### config.mk
export PLATFORM = sky130hd
export DESIGN_NAME = gdr_ctrl
export DESIGN_NICKNAME = d
export VERILOG_FILES = /design/src/rtl/grid_dda_raycaster_defines.svh /design/src/rtl/gdr_pkg.sv /design/src/rtl/gdr_ctrl.sv
export SDC_FILE = /design/constraint.sdc
export NUM_CORES = 1
export LEC_CHECK = 0
export ABC_AREA = 1
export CORE_MARGIN = 2
export CORE_UTILIZATION = 45
export DETAILED_ROUTE_END_ITERATION = 7
export DONT_BUFFER_PORTS = 1
export PLACE_DENSITY_LB_ADDON = 0.3
export SYNTH_ARGS = -nofsm -noshare
export SYNTH_HDL_FRONTEND = slang
export SYNTH_SLANG_ARGS = --single-unit
### constraint.sdc
create_clock -name i_clk -period 2.2 [get_ports i_clk]
set_clock_uncertainty 0.15 [all_clocks]
set_input_delay 0 -clock i_clk [delete_from_list [all_inputs] [get_ports i_clk]]
set_output_delay 0 -clock i_clk [all_outputs]
set_load 0.01 [all_outputs]
### src/rtl/grid_dda_raycaster_defines.svh
// Assertion macros used by the top-level raycaster module.
`ifndef GRID_DDA_RAYCASTER_DEFINES_SVH
`define GRID_DDA_RAYCASTER_DEFINES_SVH

// Consequent holds in the same cycle.
`define GDR_ASSERT_SAME(label, ante, cons) \
    label: assert property (@(posedge i_clk) disable iff (!i_rst_n) (ante) |-> (cons)) \
        else $error("raycaster check failed");

// Consequent holds in the next cycle.
`define GDR_ASSERT_NEXT(label, ante, cons) \
    label: assert property (@(posedge i_clk) disable iff (!i_rst_n) (ante) |=> (cons)) \
        else $error("raycaster check failed");

`endif

### src/rtl/gdr_pkg.sv
`timescale 1ns / 1ps
package gdr_pkg;

    localparam int DEF_SCREEN_WIDTH  = 640;
    localparam int DEF_SCREEN_HEIGHT = 480;
    localparam int DEF_MAP_DIM       = 64;
    localparam int DEF_MAX_STEPS     = 128;

    localparam int ONE_Q16  = 65536;
    localparam int COL_W    = 10;
    localparam int CELL_W   = 6;
    localparam int POS_W    = 22;
    localparam int VEC_W    = 18;
    localparam int DIST_W   = 24;
    localparam int LH_W     = 16;
    localparam int DS_W     = 8;
    localparam int DE_W     = 9;
    localparam int SIDE_W   = 2;
    localparam int CFG_IDX_W = 3;
    localparam int CFG_W    = 22;
    localparam int S_TDATA_W = 24;
    localparam int M_TDATA_W = 88;

    localparam int CAM_W    = 28;
    localparam int PROD_W   = 46;
    localparam int RAY_W    = 31;
    localparam int DELTA_W  = 32;
    localparam int SUM_W    = 43;

    localparam int DIV_N_W   = 33;
    localparam int DIV_D_W   = 31;
    localparam int DIV_CNT_W = 6;

    localparam logic [CFG_IDX_W-1:0] REG_POS_X   = 3'd0;
    localparam logic [CFG_IDX_W-1:0] REG_POS_Y   = 3'd1;
    localparam logic [CFG_IDX_W-1:0] REG_DIR_X   = 3'd2;
    localparam logic [CFG_IDX_W-1:0] REG_DIR_Y   = 3'd3;
    localparam logic [CFG_IDX_W-1:0] REG_PLANE_X = 3'd4;
    localparam logic [CFG_IDX_W-1:0] REG_PLANE_Y = 3'd5;

    localparam logic OP_WRITE = 1'b0;
    localparam logic OP_CAST  = 1'b1;

    localparam logic [SIDE_W-1:0] SIDE_XNEG = 2'd0;
    localparam logic [SIDE_W-1:0] SIDE_YNEG = 2'd1;
    localparam logic [SIDE_W-1:0] SIDE_XPOS = 2'd2;
    localparam logic [SIDE_W-1:0] SIDE_YPOS = 2'd3;

    typedef enum logic [1:0] {
        DIV_DX  = 2'd0,
        DIV_DY  = 2'd1,
        DIV_LH  = 2'd2
    } t_div_sel;

    typedef struct packed {
        logic     clr_we;
        logic     map_we;
        logic     ld_in;
        logic     div_start;
        t_div_sel div_sel;
        logic     ld_div;
        logic     ray_mul;
        logic     ray_add;
        logic     side_mul;
        logic     step;
        logic     calc_dist;
        logic     out_load;
    } t_cmd;

    typedef struct packed {
        logic clr_done;
        logic div_busy;
        logic div_done;
        logic wall;
        logic limit;
        logic out_free;
    } t_stat;

endpackage

### src/rtl/gdr_ctrl.sv
`timescale 1ns / 1ps
module gdr_ctrl
    import gdr_pkg::*;
(
    input  logic  i_clk,
    input  logic  i_rst_n,
    input  logic  i_s_tvalid,
    input  logic  i_s_tuser,
    input  t_stat i_stat,
    output t_cmd  o_cmd,
    output logic  o_s_tready
);
    typedef enum logic [14:0] {
        S_CLEAR    = 15'h0001,
        S_IDLE     = 15'h0002,
        S_RAY_MUL  = 15'h0004,
        S_RAY_ADD  = 15'h0008,
        S_DX_GO    = 15'h0010,
        S_DX_WAIT  = 15'h0020,
        S_DY_GO    = 15'h0040,
        S_DY_WAIT  = 15'h0080,
        S_SIDE_MUL = 15'h0100,
        S_STEP     = 15'h0200,
        S_CHECK    = 15'h0400,
        S_DIST     = 15'h0800,
        S_LH_GO    = 15'h1000,
        S_LH_WAIT  = 15'h2000,
        S_FIN      = 15'h4000
    } t_state;

    t_state r_state, n_state;

    always_ff @(posedge i_clk) begin
        if (!i_rst_n) begin
            r_state <= S_CLEAR;
        end else begin
            r_state <= n_state;
        end
    end

    always_comb begin
        n_state    = r_state;
        o_cmd      = '0;
        o_s_tready = 1'b0;
        case (r_state)
            S_CLEAR: begin
                o_cmd.clr_we = 1'b1;
                if (i_stat.clr_done) begin
                    n_state = S_IDLE;
                end
            end
            S_IDLE: begin
                o_s_tready = 1'b1;
                if (i_s_tvalid) begin
                    if (i_s_tuser == OP_CAST) begin
                        o_cmd.ld_in = 1'b1;
                        n_state     = S_RAY_MUL;
                    end else begin
                        o_cmd.map_we = 1'b1;
                    end
                end
            end
            S_RAY_MUL: begin
                o_cmd.ray_mul = 1'b1;
                n_state       = S_RAY_ADD;
            end
            S_RAY_ADD: begin
                o_cmd.ray_add = 1'b1;
                n_state       = S_DX_GO;
            end
            S_DX_GO: begin
                o_cmd.div_sel   = DIV_DX;
                o_cmd.div_start = 1'b1;
                n_state         = S_DX_WAIT;
            end
            S_DX_WAIT: begin
                o_cmd.div_sel = DIV_DX;
                o_cmd.ld_div  = i_stat.div_done;
                if (i_stat.div_done) begin
                    n_state = S_DY_GO;
                end
            end
            S_DY_GO: begin
                o_cmd.div_sel   = DIV_DY;
                o_cmd.div_start = 1'b1;
                n_state         = S_DY_WAIT;
            end
            S_DY_WAIT: begin
                o_cmd.div_sel = DIV_DY;
                o_cmd.ld_div  = i_stat.div_done;
                if (i_stat.div_done) begin
                    n_state = S_SIDE_MUL;
                end
            end
            S_SIDE_MUL: begin
                o_cmd.side_mul = 1'b1;
                n_state        = S_STEP;
            end
            S_STEP: begin
                o_cmd.step = 1'b1;
                n_state    = S_CHECK;
            end
            S_CHECK: begin
                if (i_stat.wall) begin
                    n_state = S_DIST;
                end else if (i_stat.limit) begin
                    n_state = S_FIN;
                end else begin
                    n_state = S_STEP;
                end
            end
            S_DIST: begin
                o_cmd.calc_dist = 1'b1;
                n_state         = S_LH_GO;
            end
            S_LH_GO: begin
                o_cmd.div_sel   = DIV_LH;
                o_cmd.div_start = 1'b1;
                n_state         = S_LH_WAIT;
            end
            S_LH_WAIT: begin
                o_cmd.div_sel = DIV_LH;
                o_cmd.ld_div  = i_stat.div_done;
                if (i_stat.div_done) begin
                    n_state = S_FIN;
                end
            end
            S_FIN: begin
                if (i_stat.out_free) begin
                    o_cmd.out_load = 1'b1;
                    n_state        = S_IDLE;
                end
            end
            default: begin
                n_state = S_CLEAR;
            end
        endcase
    end
endmodule

==> results.json, run 1 <==
{
  "place_hpwl_um": 1900,
  "die_y_um": 53.5,
  "grtUsageTotal": 0.211,
  "reg2regPathDepth": 10,
  "drc": 0,
  "largest-register": "r_state",
  "final_common_cell": "nand2_1",
  "setup_viol": 0,
  "drt_iter0_markers": 22,
  "hold_viol_final": 0,
  "via_per_inst": 5.02,
  "worst_hold_path.endpoint": "r_state[14]",
  "fin_crit_sh": 0.845,
  "cellPowerDensity_nw_per_um2": 1070,
  "cts_buffers": 3,
  "cts.clk_slew.worst_paths_ns": 0.09,
  "critical_path_required_ns": 2.05,
  "status": "completed",
  "yosys.area.top_type": "dfxtp_1",
  "syn_area_per_cell_um2": 6.22,
  "criticalPathCategory": "flop to output port",
  "synth.top_cell.area_share": 0.273,
  "drive_gt1_frac": 0.179,
  "core_area_um2": 2250,
  "hold_start": "i_s_tvalid",
  "post-route-cell-area_um2": 1250,
  "cts.repair.resized": 0,
  "first_pass_iters": 6,
  "max_freq_mhz": 538,
  "syn_area_um2": 1100,
  "vias": 1094,
  "holdCritPathClass": "primary input to flop",
  "crit_fanout": 7,
  "yosysWarnings": 0,
  "grt_max_degree": 16,
  "worst_r2r_startpoint": "r_state[14]",
  "clock_insertion_delay_worst_skew_ns": 0.28,
  "clk_path_buf_depth": 2,
  "port_buffers": 0,
  "antenna_found_initial": 0,
  "worst_setup_path_start_kind": "flop",
  "die_w_um": 53.5,
  "maxSlewHeadroom": 0.567,
  "row_count": 17,
  "h-tree-depth": 1,
  "cts_root_buffer": "clkbuf_4",
  "max_cap_violations": 0,
  "tightest_slew_ns": 0.647,
  "critPathCaptureType": "output port",
  "synthesis.nets": 187,
  "ir_drop_v": 0.000451,
  "io_pins": 24,
  "synthCells": 177,
  "synth.area.top_cells": "dfxtp_1 (27%), nand2_1 (13%), inv_1 (12%)",
  "place.gp.congestion": 0.781,
  "regToRegSetupSlack_ns": 0.47,
  "grt_first_pass_wirelength_um": 4310,
  "cts_tree": "yes",
  "grt_pass1_vias": 1036,
  "largest_register_ffs": 15,
  "final_cell_mix": "nand2_1 (37), inv_1 (34), nor2_1 (31)",
  "grt_setup_unrepaired": "no",
  "yosysUniqueCellTypes": 22,
  "overflow": 0,
  "wl_per_cell_um": 11.7,
  "placed_area_um2": 1140,
  "period_minus_slack_ns": 1.86,
  "fin_nets": 201,
  "area_growth_pct": 14.0,
  "crit_arrival_ns": 1.71,
  "die_area_um2": 2860,
  "power_leakage_nw": 0.726,
  "n_antenna_cell": 0,
  "start_util": 0.488,
  "cts_setup_buffers": 0,
  "whs_path_depth": 6,
  "reg_top3": "r_state (15)",
  "routed_wl_um": 2550,
  "ys_seq_elements": 15,
  "maxSlewViolCount": 0,
  "ant_nets": 0,
  "yosysSeqAreaShare": 0.273,
  "tns_ns": 0,
  "clock-sinks": 15,
  "rr_endpoint": "r_state[0]"
}
critical path, stage by stage, from the launching register on:
cell and delay (ns):
dfxtp_1 0.35, nor2_2 0.19, nand2_4 0.12, nor2_8 0.17, nand3_2 0.14, inv_1 0.19
nand2_1 0.09, nor2_1 0.19
cell usage after synthesis:
| cell type | n |
|---|---|
| and3_1 | 1 |
| inv_4 | 1 |
| nor3b_1 | 1 |
| buf_2 | 1 |
| a21oi_1 | 3 |
| nand2_1 | 37 |
| nor2_4 | 3 |
| nand3b_1 | 5 |
| inv_2 | 4 |
| nor2_8 | 1 |
| nand3_2 | 7 |
| nand2_4 | 3 |
| o31ai_1 | 1 |
| o21ai_0 | 3 |
| nor3_1 | 4 |
| nand2_2 | 4 |
| nand4_1 | 1 |
| nor2_2 | 7 |
| nor2_1 | 31 |
| dfxtp_1 | 15 |
| inv_1 | 34 |
| nand3_1 | 10 |
worst max-delay path by stage:
| stage | start | endpoint | slack (ns) | cells past startpoint |
|---|---|---|---|---|
| 6_report | r_state[14] | o_cmd[11] | 0.34 | 7 |
| 2_1_floorplan | r_state[14] | r_state[0] | 0.68 | 10 |
| 5_1_grt | r_state[14] | o_cmd[11] | 0.20 | 7 |
| 3_3_place_gp | r_state[14] | r_state[0] | 0.51 | 10 |
| 4_1_cts | r_state[14] | o_cmd[11] | 0.36 | 7 |
| 3_5_place_dp | r_state[14] | r_state[8] | 0.49 | 10 |
power by group:
group / switching [mW] / internal [mW] / total, mW
clock network: 0.0913 / 0.0704 / 0.162
registers: 0.0467 / 0.322 / 0.368
logic: 0.550 / 0.262 / 0.813
total: 0.688 / 0.654 / 1.34
what timing repair did:
| item | 4_1_cts | 5_1_grt |
|---|---|---|
| endpoints found under the hold margin | 19 | 0 |
| hold buffers | 9 | 0 |
| endpoints found under the setup margin | 0 | 0 |
metrics by stage:
stage                     setup slack (ns)  cells  hold slack [ns]  total power, mW  utilization
after floorplan                      0.676    177           -0.102             1.02            -
after global placement               0.510    205          -0.0969             1.14        0.505
after detailed placement             0.487    205          -0.0987             1.17        0.505
after CTS                            0.355    218           0.0481             1.35        0.557
after global routing                 0.196    218            0.112             1.47        0.557
final                                0.342    218           0.0476             1.34        0.557
per-layer routing:
layer  global-route usage  up-vias  part of all wire
met5                    0        -                 0
met4               0.0940        0             0.029
met3               0.0367       13             0.024
met2                0.374       25              0.51
met1                0.241      495              0.44
li1                     -      561                 -
cell families after synthesis:
logic type / after synthesis / synth area share
AOI/OAI and AO/OA: 7 / 0.0341
buffers and inverters: 40 / 0.140
DFF: 15 / 0.273
and+or+nand+nor: 115 / 0.553
final cells by class:
class,instances,area (µm²)
fillers,223,1000
multi-input cells,122,647
flip-flops and latches,15,300
inverters,39,149
repair buffers,10,97.6
well taps,28,35.0
clock buffers,4,26.3
Power figures use the tool's default switching activity.
==> run 2, diff against run 1 <==
ABC_AREA = 0   (was 1)
clock period = 1.53 ns   (was 2.2 ns; I/O delays follow)
==> run 2 against run 1 <==
The flow now stops in global routing (5_1_grt). Area after synthesis shrank 3.2%. Synthesized cell count shrank 25%.
==> results.json, run 2 <==
{
  "status": "stopped before the end",
  "lastStage": "global routing (5_1_grt)",
  "firstError": "[ERROR GRT-0232] Routing congestion too high. Check the congestion heatmap in the GUI.",
  "synthArstFlopShare": 0,
  "ys_seq_elements": 15,
  "cts_root_buffer": "clkbuf_4",
  "muxShareOfSynthArea": 0,
  "yosysWarnings": 0,
  "synth-edff-count": 0,
  "h-tree-depth": 1,
  "io_pins": 24,
  "yosys.area_share.xor_xnor": 0.0493,
  "row_count": 17,
  "synth.top_cells.by_count": "nor2_1 (16), dfxtp_1 (15), nand2_1 (9), nand3_1 (9)",
  "place_hpwl_um": 2430,
  "grt_max_degree": 10,
  "ys.flop_type": "dfxtp_1",
  "die_y_um": 52.7,
  "die_w_um": 52.7,
  "worst_endpoint": "r_state[14]$_SDFFE_PN0P_/D",
  "cts_buffers": 3,
  "yosysMostFrequentCell": "nor2_1",
  "port_buffers": 0,
  "yosysSeqAreaShare": 0.282,
  "clk_path_buf_depth": 2,
  "synth_top_family_by_area": "simple AND/OR/NAND/NOR gates",
  "clock-sinks": 15,
  "yosys.area.top_type": "dfxtp_1",
  "synth.top_cell.area_share": 0.282,
  "synth_fa_ha_area_frac": 0,
  "syn_area_per_cell_um2": 8.08,
  "syn_area_um2": 1070,
  "grtUsageTotal": 0.750,
  "synth_compound_area_frac": 0.180,
  "place.gp.congestion": 0.912,
  "overflow": 7,
  "synthCells": 132,
  "yosysUniqueCellTypes": 40,
  "yosys.area_share.simple": 0.445,
  "start_util": 0.477,
  "synth.area.top_cells": "dfxtp_1 (28%), nor4_4 (6.0%), nor2_1 (5.6%)",
  "worst-ep-kind": "register input",
  "placed_area_um2": 1430,
  "synthesis.nets": 142
}
run 2: cell count changes after synthesis, sizes merged, moves of 3 or more:
cell / previous run / this run
nand2: 44 / 9
inv: 39 / 6
nor2: 42 / 16
nor4: 0 / 11
nand3: 17 / 9
buf: 1 / 5
xor2: 0 / 4
a221oi: 0 / 3
and2: 0 / 3
nand2b: 0 / 3
nand3b: 5 / 2
nor3: 4 / 7
o21ai: 3 / 6
run 2: timing repair:
action,in CTS
setup endpoints to repair,29
setup buffers,16
hold buffers,8
gates resized for setup,66
endpoints found under the hold margin,16
pin swaps,25
run 2: kinds of logic after synthesis:
| logic type | count (synthesis) |
|---|---|
| simple gates | 76 |
| compound gates | 24 |
| flops | 15 |
| buf+inv | 11 |
| xor+xnor | 6 |
run 2: routing by layer:
layer | overflow | track usage
met1 | 0 | 0.738
met2 | 5 | 0.931
met3 | 0 | 0.583
met4 | 2 | 0.791
met5 | 0 | 0
run 2: through the flow:
step	utilization	worst slack, ns	instances
after floorplan	-	-0.339	132
after global placement	0.639	-0.423	198
after detailed placement	0.639	-0.501	198
after CTS	0.858	-0.375	226
==> run 3, diff against run 2 <==
CORE_AREA = 2 2 63 65   (was unset)
CORE_MARGIN = unset   (was 2)
CORE_UTILIZATION = unset   (was 45)
DIE_AREA = 0 0 65 67   (was unset)
PLACE_DENSITY_LB_ADDON = 0.15   (was 0.3)
clock period = 2 ns   (was 1.53 ns; I/O delays follow)
==> run 3 against run 2 <==
The flow now finishes, with violations (negative hold slack, negative setup slack). Synthesized cell count is the same. Area after synthesis is the same.
==> results.json, run 3 <==
{
  "yosysUniqueCellTypes": 40,
  "place.gp.congestion": 0.893,
  "cp_cell_sequence": "nor4_4 -> buf_4 -> buf_4 -> nand3_4 -> or4b_4 -> a221oi_2",
  "ys.flop_type": "dfxtp_1",
  "holdCritPathClass": "primary input to flop",
  "cellPowerDensity_nw_per_um2": 805,
  "core_area_um2": 3610,
  "largest-register": "r_state",
  "ir_drop_v": 0.000621,
  "setup_viol": 7,
  "placed_area_um2": 1390,
  "p_comb_frac": 0.566,
  "synthesis.nets": 142,
  "n_antenna_cell": 0,
  "drc": 0,
  "via_per_inst": 5.32,
  "place_hpwl_um": 2530,
  "crit_fanout": 5,
  "synth-edff-count": 0,
  "utilization": 0.492,
  "drive_gt1_frac": 0.527,
  "synthArstFlopShare": 0,
  "worst_setup_path_start_kind": "flop",
  "synthCells": 132,
  "fin_nets": 197,
  "period_minus_slack_ns": 2.04,
  "violations": "negative hold slack, negative setup slack",
  "critical-path-max-stage-delay_ns": 0.54,
  "ant_nets": 0,
  "grt-busiest-layer": "met2",
  "grt_max_degree": 10,
  "yosysMostFrequentCell": "nor2_1",
  "first_pass_iters": 4,
  "final_common_cell": "buf_4",
  "maxSlewViolCount": 0,
  "syn_area_um2": 1070,
  "fin_crit_sh": 1.02,
  "io_pins": 24,
  "syn_area_per_cell_um2": 8.08,
  "path_common_cell": "buf_4",
  "reg_top3": "r_state (15)",
  "die_y_um": 67,
  "vias": 1246,
  "multi_input_area_um2": 885,
  "hold_slack_ns": -0.00455,
  "intPower_mw": 0.854,
  "area_growth_pct": 66.4,
  "cts.clk_slew.worst_paths_ns": 0.07,
  "grt_first_pass_wirelength_um": 5690,
  "tns_ns": -0.131,
  "row_count": 22,
  "grtUsageMet2": 0.271,
  "layout_setup_ws_ns": -0.0413,
  "power_leakage_nw": 0.668,
  "h-tree-depth": 1,
  "yosys.area.top_type": "dfxtp_1",
  "yosysSeqAreaShare": 0.282,
  "path_buf_inv": 2,
  "crit_family": "simple AND/OR/NAND/NOR gates",
  "synth.top_cell.area_share": 0.282,
  "cts_tree": "yes",
  "grtUsageTotal": 0.167,
  "clock_insertion_delay_worst_skew_ns": 0.26,
  "total_power_mw": 1.43,
  "synth.top_cells.by_count": "nor2_1 (16), dfxtp_1 (15), nand2_1 (9), nand3_1 (9)",
  "die_area_um2": 4360,
  "clk_path_buf_depth": 2,
  "hold_viol_final": 1,
  "switching_share": 0.402,
  "drt_iter0_markers": 24,
  "cts_buffers": 3,
  "fillers": 310,
  "final_cell_mix": "buf_4 (45), nor2_1 (14), nand2_1 (8)",
  "criticalPathCategory": "flop to flop",
  "cp_slowest_cell": "or4b_4",
  "grt_pass1_vias": 1193,
  "p_switching_mw": 0.574,
  "wl_per_cell_um": 15.0,
  "routed_wl_um": 3500,
  "status": "finished with violations",
  "clockPowerShare": 0.182,
  "grt_setup_unrepaired": "yes",
  "max_cap_violations": 0,
  "ys_seq_elements": 15,
  "largest_register_ffs": 15,
  "yosysWarnings": 0,
  "port_buffers": 0,
  "cts_root_buffer": "clkbuf_8",
  "crit_arrival_ns": 2.06,
  "clock-sinks": 15,
  "critPathCaptureType": "flop",
  "overflow": 0,
  "post-route-cell-area_um2": 1770,
  "pwr-share-seq": 0.252,
  "maxSlewHeadroom": 0.641,
  "die_w_um": 65,
  "met1_usage": 0.218,
  "seq_area_um2": 319,
  "grtUsageMet3": 0.0236,
  "tightest_slew_ns": 0.534,
  "start_util": 0.296,
  "antenna_found_initial": 0,
  "max_freq_mhz": 490,
  "critical_path_required_ns": 2.02,
  "synth.area.top_cells": "dfxtp_1 (28%), nor4_4 (6.0%), nor2_1 (5.6%)"
}
## run 3: cells by family (layout without fill, tap and decap cells)
logic type	count (synthesis)	in the layout	share of synthesized area
compound gates	24	24	0.180
xor+xnor	6	6	0.0493
simple gates	76	76	0.445
buf+inv	11	65	0.0446
flops	15	15	0.282
## run 3: worst paths after layout
kind                 end  slack (ns)  startpoint  cells after the start
max          r_state[13]       -0.04  r_state[8]                      6
min           r_state[2]      -0.005   i_stat[3]                      3
max reg2reg  r_state[13]       -0.04  r_state[8]                      6
min reg2reg   r_state[6]        0.44  r_state[4]                      3
## run 3: stage by stage
| step | worst slack [ns] | std cells |
|---|---|---|
| after floorplan | 0.0544 | 132 |
| after global placement | -0.134 | 214 |
| after detailed placement | -0.0838 | 214 |
| after CTS | -0.0285 | 225 |
| after global routing | -0.0882 | 234 |
| final | -0.0413 | 234 |
## run 3: final cells by class
| type | instances | share of cell area |
|---|---|---|
| Clock buffer | 3 | 0.0233 |
| Clock inverter | 1 | 0.00282 |
| Inverter | 6 | 0.0127 |
| Multi-Input combinational cell | 106 | 0.499 |
| Sequential cell | 15 | 0.180 |
| Tap cell | 48 | 0.0339 |
| Timing Repair Buffer | 55 | 0.249 |
## run 3: worst min-delay path: stages
cell and delay, ns:
or3_1 0.15, nand3_4 0.12, nor2_1 0.09
## run 3: timing repair
action,CTS,global route
resized for setup,13,37
endpoints found under the hold margin,16,0
hold buffers,7,0
cloned,0,0
pin swaps,5,16
setup buffers,1,9
setup endpoints to repair,16,22
## run 3: power groups by stage
stage	sequential [mW]	clock, mW	combinational, mW
finish	0.360	0.260	0.808
CTS	0.358	0.258	0.619
global route	0.363	0.271	0.870
global placement	0.364	0	0.592
floorplan	0.359	0	0.341
detailed placement	0.364	0	0.599
## run 3: metal layers
metal,up-vias,part of all wire
li1,617,-
met1,590,0.45
met2,33,0.49
met3,6,0.041
met4,0,0.023
met5,-,0
